`src/design/inverse_cdf_time_lookup_defines.svh`:
```
// Assertion macros shared by the inverse-CDF time lookup design.
`ifndef INVERSE_CDF_TIME_LOOKUP_DEFINES_SVH
`define INVERSE_CDF_TIME_LOOKUP_DEFINES_SVH

// Same-cycle implication, clocked on i_clk and disabled during reset.
`define ICDF_ASSERT_IMP(lbl, ante, cons) \
    lbl: assert property (@(posedge i_clk) disable iff (!i_rst_n) (ante) |-> (cons)) \
        else $error("icdf: same-cycle implication violated");

// Next-cycle implication, clocked on i_clk and disabled during reset.
`define ICDF_ASSERT_NXT(lbl, ante, cons) \
    lbl: assert property (@(posedge i_clk) disable iff (!i_rst_n) (ante) |=> (cons)) \
        else $error("icdf: next-cycle implication violated");

`endif

```
`src/design/icdf_pkg.sv`:
```
// Types and constants for the inverse-CDF time lookup.
`timescale 1ns / 1ps
`default_nettype none
package icdf_pkg;

    localparam int RATE_W   = 25;
    localparam int AGE_W    = 32;
    localparam int METAL_W  = 24;
    localparam int FRAC_BITS = 6;
    localparam int FIX_W    = AGE_W + FRAC_BITS;   // ages with fraction bits
    localparam int HALF_W   = FIX_W / 2;           // multiplier split point
    localparam int NUM_W    = RATE_W;              // interpolation weights
    localparam int PROD_W   = 64;

    typedef enum logic [1:0] {
        CMD_WR_RATE  = 2'd0,
        CMD_WR_AGE   = 2'd1,
        CMD_WR_METAL = 2'd2,
        CMD_QUERY    = 2'd3
    } t_cmd;

    // Register select bit of paddr (word 0 is tables_in_use).
    localparam logic REG_TABLES_IN_USE = 1'b0;
    localparam logic [3:0] TABLES_RESET = 4'd8;

    typedef struct packed {
        logic rate_we;
        logic age_we;
        logic grid_we;
    } t_store_wr;

    typedef struct packed {
        logic [FIX_W-1:0] a;
        logic [FIX_W-1:0] b;
        logic [NUM_W-1:0] num;
        logic [NUM_W-1:0] den;
    } t_lerp_req;

endpackage
`default_nettype wire

```
`src/design/icdf_lerp.sv`:
```
// Shared interpolation unit: a +/- round(|b-a|*num/den) (minus when b < a), split multiply and radix-2 divide.
`timescale 1ns / 1ps
`default_nettype none
module icdf_lerp (
    input  wire                          i_clk,
    input  wire                          i_rst_n,
    input  wire                          i_start,
    input  wire icdf_pkg::t_lerp_req     i_req,
    output logic                         o_busy,
    output logic                         o_done,
    output logic [icdf_pkg::FIX_W-1:0]   o_result
);
    import icdf_pkg::*;

    localparam int CNT_W = $clog2(FIX_W);

    typedef enum logic [2:0] {
        L_IDLE,
        L_MUL_LO,
        L_MUL_HI,
        L_DIV,
        L_ADJ
    } t_lstate;

    t_lstate            r_state;
    logic               r_done;
    logic [FIX_W-1:0]   r_a;
    logic [FIX_W-1:0]   r_diff;
    logic               r_neg;
    logic [NUM_W-1:0]   r_num;
    logic [NUM_W-1:0]   r_den;
    logic [PROD_W-1:0]  r_prod;
    logic [NUM_W-1:0]   r_rem;
    logic [FIX_W-1:0]   r_q;
    logic [CNT_W-1:0]   r_cnt;
    logic [FIX_W-1:0]   r_result;

    logic [PROD_W-1:0]  n_prod;
    logic [NUM_W:0]     n_rem2;
    logic               n_qbit;

    always_comb begin
        n_prod = r_prod + (PROD_W'(r_diff[FIX_W-1:HALF_W] * r_num) << HALF_W);
        n_rem2 = {r_rem, r_q[FIX_W-1]};
        n_qbit = (n_rem2 >= {1'b0, r_den});
    end

    always_ff @(posedge i_clk) begin
        if (!i_rst_n) begin
            r_state <= L_IDLE;
            r_done  <= 1'b0;
        end else begin
            r_done <= 1'b0;
            case (r_state)
                L_IDLE: begin
                    if (i_start) begin
                        r_a   <= i_req.a;
                        r_neg <= (i_req.b < i_req.a);
                        r_diff <= (i_req.b < i_req.a) ? (i_req.a - i_req.b)
                                                      : (i_req.b - i_req.a);
                        r_num <= i_req.num;
                        r_den <= i_req.den;
                        r_state <= L_MUL_LO;
                    end
                end
                L_MUL_LO: begin
                    // Rounding term is folded in with the low partial product.
                    r_prod <= PROD_W'(r_diff[HALF_W-1:0] * r_num)
                            + PROD_W'(r_den >> 1);
                    r_state <= L_MUL_HI;
                end
                L_MUL_HI: begin
                    // The quotient fits FIX_W bits, so the top part is already below den.
                    r_rem <= n_prod[FIX_W +: NUM_W];
                    r_q   <= n_prod[FIX_W-1:0];
                    r_cnt <= '0;
                    r_state <= L_DIV;
                end
                L_DIV: begin
                    r_rem <= n_qbit ? NUM_W'(n_rem2 - {1'b0, r_den}) : n_rem2[NUM_W-1:0];
                    r_q   <= {r_q[FIX_W-2:0], n_qbit};
                    r_cnt <= r_cnt + 1'b1;
                    if (r_cnt == CNT_W'(FIX_W - 1)) begin
                        r_state <= L_ADJ;
                    end
                end
                L_ADJ: begin
                    r_result <= r_neg ? (r_a - r_q) : (r_a + r_q);
                    r_done   <= 1'b1;
                    r_state  <= L_IDLE;
                end
                default: begin
                    r_state <= L_IDLE;
                end
            endcase
        end
    end

    assign o_busy   = (r_state != L_IDLE);
    assign o_done   = r_done;
    assign o_result = r_result;

endmodule
`default_nettype wire

```
`config.mk`:
```
export PLATFORM = sky130hd
export DESIGN_NAME = icdf_lerp
export DESIGN_NICKNAME = d
export VERILOG_FILES = /design/src/design/inverse_cdf_time_lookup_defines.svh /design/src/design/icdf_pkg.sv /design/src/design/icdf_lerp.sv
export SDC_FILE = /design/constraint.sdc
export NUM_CORES = 2
export LEC_CHECK = 0
export BUFFER_PORTS_ARGS = -buffer_cell sky130_fd_sc_hd__buf_4
export CAP_MARGIN = 0
export CORE_UTILIZATION = 30
export DETAILED_ROUTE_END_ITERATION = 10
export GPL_TIMING_DRIVEN = 0
export PLACE_DENSITY = 0.57
export SLEW_MARGIN = 10
export SYNTH_ARGS = -nofsm -noshare
export SYNTH_HDL_FRONTEND = slang
export SYNTH_SLANG_ARGS = --single-unit
```
`constraint.sdc`:
```
create_clock -name i_clk -period 17.55 [get_ports i_clk]
set_input_delay 4.3875 -clock i_clk [delete_from_list [all_inputs] [get_ports i_clk]]
set_output_delay 4.3875 -clock i_clk [all_outputs]
set_load 0.1 [all_outputs]
```
==> flow_metrics.tcl <==
set metrics [dict create \
    outcome "finished clean" \
    finalHoldViolations 0 \
    ys_async_sr_fraction_pct 0 \
    syn_inst 5665 \
    max_freq_mhz 96.4 \
    synthDistinctLibCells 98 \
    synthesis.nets 7055 \
    holdBufCountCts 0 \
    cts-root-buf "clkbuf_16" \
    synth_edf_count 279 \
    avgRoutedWirePerCell_um 22.1 \
    io_buffers 168 \
    cts_resized 0 \
    rsz0062_at_grt "false" \
    timing.setup.tns_ns 0 \
    postSynthAreaPerCell_um2 9.02 \
    cp-end-kind "register" \
    hpwl_um 152000 \
    yosysSeqAreaShare_pct 16.5 \
    fin_crit_sh_pct 59.1 \
    start_util_pct 30.2 \
    dr.first_iter.drc_count 3354 \
    grt_max_degree 29 \
    synth-main-ff-cell "edfxtp_1" \
    drive_gt1_share_pct 5.31 \
    synth-seq-cells 283 \
    crit_start "r_num[7]" \
    post_cts_buffers 0 \
    grt_use_total_pct 20.8 \
    row_count 151 \
    worstMarginPinSlew_ns 1.27 \
    antenna_found_initial 19 \
    finalSetupViolCount 0 \
    cp_common_cell "fa_1" \
    numCtsBuffers 36 \
    synth_top_area_share_pct 31.6 \
    hp-start "r_prod[16]" \
    arrival_ns 10.69 \
    crit_slowest_cell "clkbuf_1" \
    place_congestion 0.962 \
    synthTopCellsByArea "fa_1 (32%), edfxtp_1 (16%), ha_1 (11%), inv_1 (7.9%), nand2_1 (5.8%)" \
    netlist_area_um2 51100 \
    postRouteAntennaNets 0 \
    coreArea_um2 169000 \
    criticalPathCategory "reg2reg" \
    cts_max_level 2 \
    grt_pass1_vias 41600 \
    grt_pass1_wl_um 267000 \
    vias_per_cell 5.01 \
    yosys_warnings 0 \
    synth_most_common_cell "inv_1" \
    clk_path_buf_depth 3 \
    reg2reg_from "r_num[7]" \
    cts_num_sinks 283 \
    worst_slew_margin_rel_pct 15.0 \
    synth_largest_area_cell "fa_1" \
    max_stage_delay_ns 0.83 \
    num_vias 40700 \
    nFillCells 17800 \
    worstSetupStartpointType "register" \
    skew_ns 0.0244 \
    hp-class "reg2reg" \
    dieArea_um2 172000 \
    max_cap_violations 0 \
    die_y_um 415 \
    fin_nets 7279 \
    routed_wl_um 180000 \
    die_w_um 415 \
    holdWs_ns 0.520 \
    slew_violations 0 \
    finalCriticalPeriod_ns 10.37 \
    drc 0 \
    required_ns 17.86 \
    cts_tree "done" \
    netlist_top_cells_count "inv_1 (1075), fa_1 (806), nand2_1 (785)" \
    path_clk_slew_ns 0.06 \
    cp_max_fo 10 \
    grt.overflow.total 0 \
    first_pass_iters 6 \
    area_delta_synth_final_pct 10.9 \
    ios 169 \
    clkLatencyLatePin_ns 0.60 \
]
## registers in the layout (all words and copies together) (netlist names)
register	count
r_den	25
r_q	38
r_diff	38
o_result	38
r_state	3
r_a	38
r_cnt	6
r_num	25
r_rem	25
r_prod	45
o_done	1
r_neg	1
## kinds of logic after synthesis
kind of cell	Yosys count	synth area share, %
buffers and inverters	1335	9.91
AND/OR/NAND/NOR	1681	15.7
AO/OA/AOI/OAI	839	10.4
multiplexers	32	0.644
XOR/XNOR	234	4.05
flip-flops	283	16.5
adder cells (fa/ha/maj)	1261	42.7
## critical path: cells and delay by family (launching register included)
family / cells / cell delay (ns)
AO/OA/AOI/OAI: 7 / 1.66
XOR/XNOR: 2 / 0.59
adder cells (fa/ha/maj): 8 / 3.90
buffers and inverters: 8 / 2.05
flip-flops: 1 / 0.39
multiplexers: 1 / 0.13
AND/OR/NAND/NOR: 6 / 1.36
## metal layers
layer | vias to the layer above | routed length, um | track usage [%]
met5 | - | 9 | 0
li1 | 18400 | - | -
met3 | 263 | 13200 | 3.45
met4 | 2 | 7450 | 7.65
met2 | 1453 | 81900 | 33.4
met1 | 20600 | 77000 | 28.1
## worst paths after layout
path / slack (ns) / depth (start not counted) / to
worst min-delay path: 0.52 / 2 / r_q[16]
worst max-delay path: 7.18 / 32 / r_rem[23]
worst max register to register: 7.18 / 32 / r_rem[23]
worst min register to register: 0.52 / 2 / r_q[16]
## placed cells by master (no fill, tap or decap), drive strengths merged, types with 6 or more instances in the layout
master	synthesis	layout
a211oi	35	35
a21boi	8	8
a21o	106	106
a21oi	282	282
a221oi	8	8
a311oi	7	7
a31oi	20	20
and2	396	396
and3	19	19
and4	7	7
buf	23	209
clkbuf	237	277
clkinv	0	15
edfxtp	279	279
fa	806	806
ha	455	455
inv	1075	1076
mux2	7	7
mux2i	25	25
nand2	786	786
nand2b	27	27
nand3	49	49
nand4	40	40
nor2	199	199
nor2b	27	27
nor3	54	54
nor4	14	14
o211ai	26	26
o21a	39	39
o21ai	189	189
o21bai	36	36
o31ai	14	14
o41ai	6	6
or2	13	13
or3	23	23
xnor2	169	169
xor2	65	65
## layout make-up
cell class / instances / area (um2) / area share [%]
clock buffer: 40 / 937 / 1.65
clock inverter: 23 / 292 / 0.514
buffer: 260 / 1030 / 1.82
inverter: 1075 / 4040 / 7.12
multi-input combinational: 4047 / 37600 / 66.4
sequential: 283 / 8460 / 14.9
antenna: 4 / 10.0 / 0.0177
tap: 2218 / 2780 / 4.90
timing repair buffer: 186 / 1500 / 2.65
## per-stage QoR
| stage | worst slack (ns) | instance area [um2] | instances | utilization [%] |
|---|---|---|---|---|
| 2_1_floorplan | 5.53 | 51100 | 5665 | - |
| 3_3_place_gp | 0.992 | 55200 | 8051 | 32.6 |
| 3_5_place_dp | 7.36 | 55400 | 8069 | 32.8 |
| 4_1_cts | 7.31 | 56700 | 8132 | 33.5 |
| 5_1_grt | 6.81 | 56700 | 8133 | 33.5 |
| 6_report | 7.18 | 56700 | 8136 | 33.5 |
Power is left out: the tool's default activity adds up to more than one toggle a clock period on the data nets, which glitch-free logic cannot reach.
